[src/hdl/int8_requantizer_macros.svh]
// Assertion helpers for the requantizer RTL.
`ifndef INT8_REQUANTIZER_MACROS_SVH
`define INT8_REQUANTIZER_MACROS_SVH

// Property that must hold at every clock edge outside reset.
`define RQZ_ASSERT_ALWAYS(label, clk, rst, prop) \
   label: assert property (@(posedge clk) disable iff (rst) (prop)) \
      else $error("requantizer invariant violated");

// Consequent must hold in the cycle after the antecedent.
`define RQZ_ASSERT_NEXT(label, clk, rst, ante, cons) \
   label: assert property (@(posedge clk) disable iff (rst) (ante) |=> (cons)) \
      else $error("requantizer next-cycle check failed");

`endif

[src/hdl/rqz_pkg.sv]
package rqz_pkg;

   localparam int ACC_W   = 32;
   localparam int BIAS_W  = 32;
   localparam int MULT_W  = 31;
   localparam int SHIFT_W = 6;
   localparam int CH_W    = 8;
   localparam int CSR_W   = 9;
   localparam int RES_W   = 8;

   localparam int DEFAULT_CHANNELS = 256;
   localparam int QUEUE_DEPTH      = 4;

   localparam logic [CSR_W-1:0] CIU_RESET = 9'd1;

   typedef enum logic {
      ACT_COMPUTE = 1'b0,
      ACT_LOAD    = 1'b1
   } action_type;

   // One channel's parameters as held in the table.
   typedef struct packed {
      logic [BIAS_W-1:0]  bias;
      logic [MULT_W-1:0]  mult;
      logic [SHIFT_W-1:0] shift;
      logic               relu;
   } entry_type;

   // A classified compute item travelling from the front to the back.
   typedef struct packed {
      logic [ACC_W-1:0] acc;
      entry_type        entry;
      logic             err;
   } op_type;

endpackage

[src/hdl/rqz_rsp_if.sv]
interface rqz_rsp_if
   import rqz_pkg::*;
   ();
   logic             valid;
   logic             ready;
   logic [RES_W-1:0] result;
   logic             channel_error;

   modport source (
      output valid, result, channel_error,
      input  ready
   );

   modport sink (
      input  valid, result, channel_error,
      output ready
   );
endinterface

[src/hdl/rqz_back.sv]
module rqz_back
   import rqz_pkg::*;
   (
      input  logic     clock,
      input  logic     reset,
      input  logic     pop_valid,
      input  op_type   pop_data,
      output logic     pop_ready,
      rqz_rsp_if.source rsp_bus
   );

   localparam int SumW  = ACC_W + 2;
   localparam int MagW  = ACC_W + 1;
   localparam int ProdW = ACC_W + MULT_W;
   localparam int RndW  = ProdW + 1;

   // Each stage carries the fields that later stages still need.
   typedef struct packed {
      logic [MULT_W-1:0]  mult;
      logic [SHIFT_W-1:0] shift;
      logic               relu;
      logic               err;
   } ctl_type;

   logic en;

   logic               v1_ff, v2_ff, v3_ff, v4_ff, v5_ff, v6_ff;
   ctl_type            c1_ff, c2_ff, c3_ff, c4_ff, c5_ff;
   logic               n2_ff, n3_ff, n4_ff, n5_ff;
   logic [SumW-1:0]    sum1_ff, sum1_in;
   logic [MagW-1:0]    mag2_ff, mag2_in;
   logic [SumW-1:0]    neg_sum;
   logic [ProdW-1:0]   plo3_ff, plo3_in;
   logic               hi3_ff;
   logic [ProdW-1:0]   prod4_ff, prod4_in;
   logic [RndW-1:0]    half;
   logic [RndW-1:0]    rnd5_ff, rnd5_in;
   logic [RES_W-1:0]   result_ff, result_in;
   logic               cerr_ff;
   logic               is_neg;
   ctl_type            c0;

   // The whole pipeline moves together; the queue in front absorbs the stall.
   assign en        = !v6_ff || rsp_bus.ready;
   assign pop_ready = en;

   assign c0.mult  = pop_data.entry.mult;
   assign c0.shift = pop_data.entry.shift;
   assign c0.relu  = pop_data.entry.relu;
   assign c0.err   = pop_data.err;

   assign sum1_in  = {{2{pop_data.acc[ACC_W-1]}}, pop_data.acc} +
                     {{2{pop_data.entry.bias[BIAS_W-1]}}, pop_data.entry.bias};
   assign neg_sum  = SumW'(0) - sum1_ff;
   assign mag2_in  = sum1_ff[SumW-1] ? neg_sum[MagW-1:0] : sum1_ff[MagW-1:0];

   // The magnitude reaches bit 32 only when it is exactly 2^32, so the low
   // product is then zero and the high term is added on its own.
   assign plo3_in  = ProdW'(mag2_ff[ACC_W-1:0]) * ProdW'(c2_ff.mult);
   assign prod4_in = plo3_ff + (hi3_ff ? {c3_ff.mult, {ACC_W{1'b0}}} : ProdW'(0));

   assign half     = (c4_ff.shift == '0) ? RndW'(0)
                     : (RndW'(1) << (c4_ff.shift - SHIFT_W'(1)));
   assign rnd5_in  = ({1'b0, prod4_ff} + half) >> c4_ff.shift;

   always_comb begin
      is_neg    = n5_ff && (rnd5_ff != '0);
      result_in = '0;
      if (c5_ff.err) begin
         result_in = '0;
      end else if (is_neg && c5_ff.relu) begin
         result_in = '0;
      end else if (is_neg) begin
         result_in = (rnd5_ff > RndW'(128)) ? 8'h80 : (RES_W'(0) - rnd5_ff[RES_W-1:0]);
      end else begin
         result_in = (rnd5_ff > RndW'(127)) ? 8'h7F : rnd5_ff[RES_W-1:0];
      end
   end

   always_ff @(posedge clock) begin
      if (reset) begin
         v1_ff <= 1'b0;
         v2_ff <= 1'b0;
         v3_ff <= 1'b0;
         v4_ff <= 1'b0;
         v5_ff <= 1'b0;
         v6_ff <= 1'b0;
      end else if (en) begin
         v1_ff <= pop_valid;
         v2_ff <= v1_ff;
         v3_ff <= v2_ff;
         v4_ff <= v3_ff;
         v5_ff <= v4_ff;
         v6_ff <= v5_ff;
      end
   end

   always_ff @(posedge clock) begin
      if (en) begin
         c1_ff     <= c0;
         sum1_ff   <= sum1_in;
         c2_ff     <= c1_ff;
         n2_ff     <= sum1_ff[SumW-1];
         mag2_ff   <= mag2_in;
         c3_ff     <= c2_ff;
         n3_ff     <= n2_ff;
         plo3_ff   <= plo3_in;
         hi3_ff    <= mag2_ff[MagW-1];
         c4_ff     <= c3_ff;
         n4_ff     <= n3_ff;
         prod4_ff  <= prod4_in;
         c5_ff     <= c4_ff;
         n5_ff     <= n4_ff;
         rnd5_ff   <= rnd5_in;
         result_ff <= result_in;
         cerr_ff   <= c5_ff.err;
      end
   end

   assign rsp_bus.valid         = v6_ff;
   assign rsp_bus.result        = result_ff;
   assign rsp_bus.channel_error = cerr_ff;

endmodule
[src/flat_wrapper.sv]
// flat-port wrapper written by rule: the top's interface ports become plain ports
module rqz_back_flat import rqz_pkg::*;
  (clock, reset, pop_valid, pop_data, pop_ready, rsp_bus_valid, rsp_bus_result, rsp_bus_channel_error, rsp_bus_ready);
  rqz_rsp_if rsp_bus_i ();
  input  logic clock;
  input  logic reset;
  input  logic pop_valid;
  input  op_type pop_data;
  output logic pop_ready;
  output wire logic [$bits(rsp_bus_i.valid)-1:0] rsp_bus_valid;
  output wire logic [$bits(rsp_bus_i.result)-1:0] rsp_bus_result;
  output wire logic [$bits(rsp_bus_i.channel_error)-1:0] rsp_bus_channel_error;
  input wire logic [$bits(rsp_bus_i.ready)-1:0] rsp_bus_ready;
  assign rsp_bus_valid = rsp_bus_i.valid;
  assign rsp_bus_result = rsp_bus_i.result;
  assign rsp_bus_channel_error = rsp_bus_i.channel_error;
  assign rsp_bus_i.ready = rsp_bus_ready;
  rqz_back u_core (.clock(clock), .reset(reset), .pop_valid(pop_valid), .pop_data(pop_data), .pop_ready(pop_ready), .rsp_bus(rsp_bus_i));
endmodule
[config.mk]
export PLATFORM = sky130hd
export DESIGN_NAME = rqz_back_flat
export DESIGN_NICKNAME = d
export VERILOG_FILES = /design/src/hdl/int8_requantizer_macros.svh /design/src/hdl/rqz_pkg.sv /design/src/hdl/rqz_rsp_if.sv /design/src/hdl/rqz_back.sv /design/src/flat_wrapper.sv
export SDC_FILE = /design/constraint.sdc
export NUM_CORES = 2
export LEC_CHECK = 0
export ABC_AREA = 1
export BUFFER_PORTS_ARGS = -buffer_cell sky130_fd_sc_hd__buf_4
export CORE_MARGIN = 4
export CORE_UTILIZATION = 50
export CTS_CLUSTER_DIAMETER = 60
export CTS_CLUSTER_SIZE = 10
export DETAILED_ROUTE_END_ITERATION = 16
export GPL_TIMING_DRIVEN = 1
export HOLD_SLACK_MARGIN = 0.05
export PLACE_DENSITY = 0.7
export SYNTH_ARGS = -nofsm -noshare
export SYNTH_HDL_FRONTEND = slang
export SYNTH_SLANG_ARGS = --single-unit
[constraint.sdc]
create_clock -name clock -period 20.7 [get_ports clock]
set_input_delay 0 -clock clock [delete_from_list [all_inputs] [get_ports clock]]
set_output_delay 0 -clock clock [all_outputs]
set_load 0.02 [all_outputs]
# Word-level counts from Yosys, hierarchy flattened
# Index checks and enable logic that the tools add are counted.
# word_totals
regBits,403
output_inout_bits,11
elab_cells,59
# op_classes
n_addsub,6
mul,1
magnitude_cmp,2
n_shift,2
muxes,6
reduce_logical,7
# ops
cell,n
63-bit by 64-bit adder with 64-bit output,1
"64-bit by 7-bit greater-than comparator with 1-bit output, second input constant",1
"64-bit by 8-bit greater-than comparator with 1-bit output, second input constant",1
64-bit 2-to-1 mux,1
64-bit nonzero test,1
"1-bit by 6-bit left shift with 64-bit output, first input constant",1
64-bit by 6-bit >> shifter with 64-bit output,1
63-bit adder,1
32-bit by 31-bit multiplier with 63-bit output,1
63-bit 2-to-1 mux,1
32-bit by 32-bit adder with 33-bit output,1
33-bit 2-to-1 mux,1
"1-bit by 33-bit subtractor with 33-bit output, first input constant",1
8-bit 2-to-1 mux,3
"1-bit by 8-bit subtractor with 8-bit output, first input constant",1
6-bit zero test,1
"6-bit by 1-bit subtractor with 6-bit output, second input constant",1
1-bit logical AND,2
2-bit OR reduction,1
1-bit zero test,1
1-bit logical OR,1

# Logic depth before layout (Yosys ltp)
# depth
ltp_word,5
depth_mapped,39
ltp_nobuf,37

# Worst setup path after synthesis
# OpenSTA, ideal clock, no wires.
# synth_path
kind,reg2reg
start,register u_core.v6_ff (netlist: u_core.rsp_bus.valid)
end,register u_core.c1_ff[0] (netlist name) (enable)
setup_time_ns,0.755
t_arrival_ns,8.359
required_ns,19.945
path_slack_ns,11.586
stages_incl_launch_ff,4
n_path_buf,0
synth_period_minus_slack_ns,9.114
path_cell_list,dfxtp_1 inv_1 nor2_1 inv_1
# synth_between
elab_chain_len,2
# synth_rtl
element,line_no,rtl
start: declaration,rqz_back.sv:27,"logic v1_ff, v2_ff, v3_ff, v4_ff, v5_ff, v6_ff;"
start signal: assignment,rqz_back.sv:94,v6_ff <= v5_ff;
1-bit zero test,rqz_back.sv:44,assign en = !v6_ff || rsp_bus.ready;
1-bit logical OR,rqz_back.sv:44,
named net pop_ready,flat_wrapper.sv:9,output logic pop_ready;
end signal: assignment,rqz_back.sv:100,c1_ff <= c0;
end: declaration,rqz_back.sv:28,"ctl_type c1_ff, c2_ff, c3_ff, c4_ff, c5_ff;"
# The timed path passes the listed nets, and every way through them passes these cells.
# A chain may end at the register's enable or synchronous reset.

# Worst setup path in the final report
# layout_path
start,register u_core.c2_ff[13] (netlist name)
end,register u_core.plo3_ff[55] (data pin)
# layout_between
elab_chain_len,1
# layout_rtl
element,line_no,rtl
start: declaration,rqz_back.sv:28,
start signal: assignment,rqz_back.sv:102,c2_ff <= c1_ff;
32-bit by 31-bit multiplier with 63-bit output,rqz_back.sv:59,assign plo3_in = ProdW'(mag2_ff[ACC_W-1:0]) * ProdW'(c2_ff.mult);
named net u_core.plo3_in[55],rqz_back.sv:33,"logic [ProdW-1:0] plo3_ff, plo3_in;"
end signal: assignment,rqz_back.sv:107,plo3_ff <= plo3_in;
end: declaration,rqz_back.sv:33,
# The timed path passes the listed nets, and every way through them passes these cells.

==> flow_summary.yaml <==
status:
  status: "finished, final reports clean"
sta:
  finalSetupTns_ns: 0
  rsz0062_at_grt: "false"
  slew_viol_final: 0
  holdWs_ns: 0.0842
  timing.slew.headroom: 0.355
  worst_pin_slew_ns: 0.967
  fin_crit_sh: 0.383
  max_freq_mhz: 126
  skew_ns: 0.0545
  setup-violations-final: 0
  finalHoldViolations: 0
  period_needed_ns: 7.93
drt:
  drc_errors: 0
  drt_pre_antenna_iters: 6
  drt.antenna.violating_nets: 0
  wl_um: 179000
  num_vias: 49996
  via_per_inst: 5.23
  post_drt_wl_per_cell_um: 18.7
  initialDrtViolationCount: 4199
yosys:
  synth_top_area_share: 0.287
  avgSynthCellArea_um2: 7.78
  synthArstFlopShare: 0
  yosysSeqAreaShare: 0.199
  post_synth_num_cell_types: 57
  synth-warning-count: 0
  synth_top_area_cell: "fa_1"
  ys_top_cells_by_count: "2,091 x nand2_1, 1,956 x inv_1, 869 x fa_1"
  synth-edff-count: 397
  synth_area_um2: 60600
  synth_seq_cells: 403
  synth_area_leaders: "fa_1 29%, edfxtp_1 20%, nand2_1 13%"
  synth.most_common_cell: "nand2_1"
  syn_inst: 7791
  synth-main-ff-cell: "edfxtp_1"
  syn-num-nets: 9150
placement:
  gp_routability_congestion: 0.984
  port_buffers: 117
  place_hpwl_um: 144000
global_routing:
  antenna_found_initial: 3
  grt-ovfl-total: 0
  grt_pass1_wl_um: 283000
  grt_max_degree: 93
  grt_pass1_vias: 52030
  grt.total_usage: 0.286
clock_network:
  h-tree-depth: 2
  ctsResizeCount: 0
  cts_root_buf: "clkbuf_16"
  postCtsHoldBufs: 153
  path_clk_slew_ns: 0.06
  cts_buffer_depth: 3
  cts_buffers: 56
  clkLatencyLatePin_ns: 0.68
  clkSinkCount: 403
  cts_tree: "done"
  postCtsSetupRepairBufs: 0
worst_setup_path:
  path_depth: 26
  cp-start-kind: "flip-flop"
  rr_startpoint: "u_core.c2_ff[13]"
  max_stage_delay_ns: 0.61
  crit_fanout: 33
  crit_end: "u_core.plo3_ff[55]"
  setup.worst_path.class: "reg -> reg"
  cp_slowest_cell: "nor4_1"
  rrSetupSlack_ns: 12.77
  startpoint: "u_core.c2_ff[13]"
  reg2reg_depth: 26
  cp_data_arrival_time_ns: 8.32
  crit_family: "adder cells"
  crit_path_frequent_cell: "fa_1"
  reg2reg_to: "u_core.plo3_ff[55]"
  worstSetupEndpointType: "flip-flop"
  cp_num_buf_inv: 6
  required_ns: 21.09
flow_run:
  maxCapViolations: 0
floorplanning:
  start_util: 0.505
  ios: 118
  die_area_um2: 127000
  fp.dieH_um: 356
  die_w_um: 356
  core_um2: 120000
  row_count: 127
layout:
  nNetsFinal: 9277
  layout-drive-gt1-share: 0.0556
  antenna_cells: 0
  area_growth_pct: 9.48
hold_path:
  hold_path.class: "in -> reg"
==> cells in the final DEF (no fill, tap or decap), types with 6 or more instances in the layout <==
cell	n
nand2_1	2091
inv_1	1953
fa_1	869
nand3_1	601
edfxtp_1	397
ha_1	383
nor2_1	318
buf_4	202
a21oi_1	200
dlygate4sd3_1	153
xor2_1	112
o21ai_0	89
xnor2_1	63
clkbuf_16	56
nand4_1	40
nor4_1	38
nand2_2	38
nand3_2	37
nor2_2	35
nor3_1	34
a31oi_1	23
o21ai_1	22
o21a_1	21
inv_2	20
o211ai_1	15
clkbuf_1	15
o21bai_1	10
or2_2	8
a221oi_1	6
o21ai_2	6
inv_6	6
dfxtp_1	6
==> flip-flops by register name, indices dropped and copies added (netlist names), 2 cells and up <==
register	flops
u_core.rsp_bus.result	8
u_core.sum1_ff	33
u_core.plo3_ff	63
u_core.prod4_ff	63
u_core.c4_ff	8
u_core.c1_ff	39
u_core.c5_ff	2
u_core.c3_ff	39
u_core.rnd5_ff	64
u_core.mag2_ff	33
u_core.c2_ff	39
==> per-stage QoR <==
stage          utilization  cells  setup WS, ns  cell area, um2
3_3_place_gp         0.525   9319         12.77           63000
3_5_place_dp         0.525   9319         12.72           63000
2_1_floorplan            -   7791         11.59           60600
6_report             0.552   9566         12.77           66400
4_1_cts              0.552   9566         12.74           66400
5_1_grt              0.552   9566         12.40           66400
==> worst reg2reg max path: cells and delay by family, from the launching register on <==
family	cells	cell delay, ns
adders and majority gates	9	4.44
buffers and inverters	6	0.75
and+or+nand+nor	9	1.97
AOI/OAI and AO/OA	1	0.08
xor gates and xnor gates	1	0.14
DFF	1	0.32
==> kinds of logic (layout without fill, tap and decap cells) <==
kind of cell / count (synthesis) / in the layout / synth area share
DFF: 403 / 403 / 0.199
adders and majority gates: 1252 / 1252 / 0.366
muxes: 3 / 3 / 0.000495
xor gates and xnor gates: 175 / 175 / 0.0253
buffers and inverters: 2264 / 2427 / 0.141
and+or+nand+nor: 3270 / 3270 / 0.229
AOI/OAI and AO/OA: 424 / 424 / 0.0398
==> how the worst min path moves through the flow <==
stage,from,to,slack (ns),depth (start not counted)
global route,pop_data[30],u_core.c1_ff[30],0.07,2
CTS,pop_data[30],u_core.c1_ff[30],0.05,2
floorplan,reset,u_core.v1_ff,0.07,1
detailed placement,pop_data[19],u_core.c1_ff[19],0.18,1
global placement,pop_data[8],u_core.c1_ff[8],0.18,1
finish,pop_data[30],u_core.c1_ff[30],0.08,2
==> per-layer routing <==
metal / part of all wire / track usage / wire length (um)
met1: 0.40 / 0.360 / 71000
met2: 0.49 / 0.495 / 87600
met3: 0.068 / 0.0443 / 12200
met4: 0.045 / 0.113 / 8050
met5: 0.000050 / 0 / 9
==> cell type report <==
| type | instances | area, um2 |
|---|---|---|
| Fill cell | 11261 | 53800 |
| Clock inverter | 21 | 320 |
| Timing Repair Buffer | 355 | 3050 |
| Multi-Input combinational cell | 5124 | 40000 |
| Sequential cell | 403 | 12000 |
| Tap cell | 1612 | 2020 |
| Clock buffer | 73 | 1490 |
| Inverter | 1978 | 7430 |
Power is left out: the tool's default activity adds up to more than one toggle a clock period on the data nets, which glitch-free logic cannot reach.
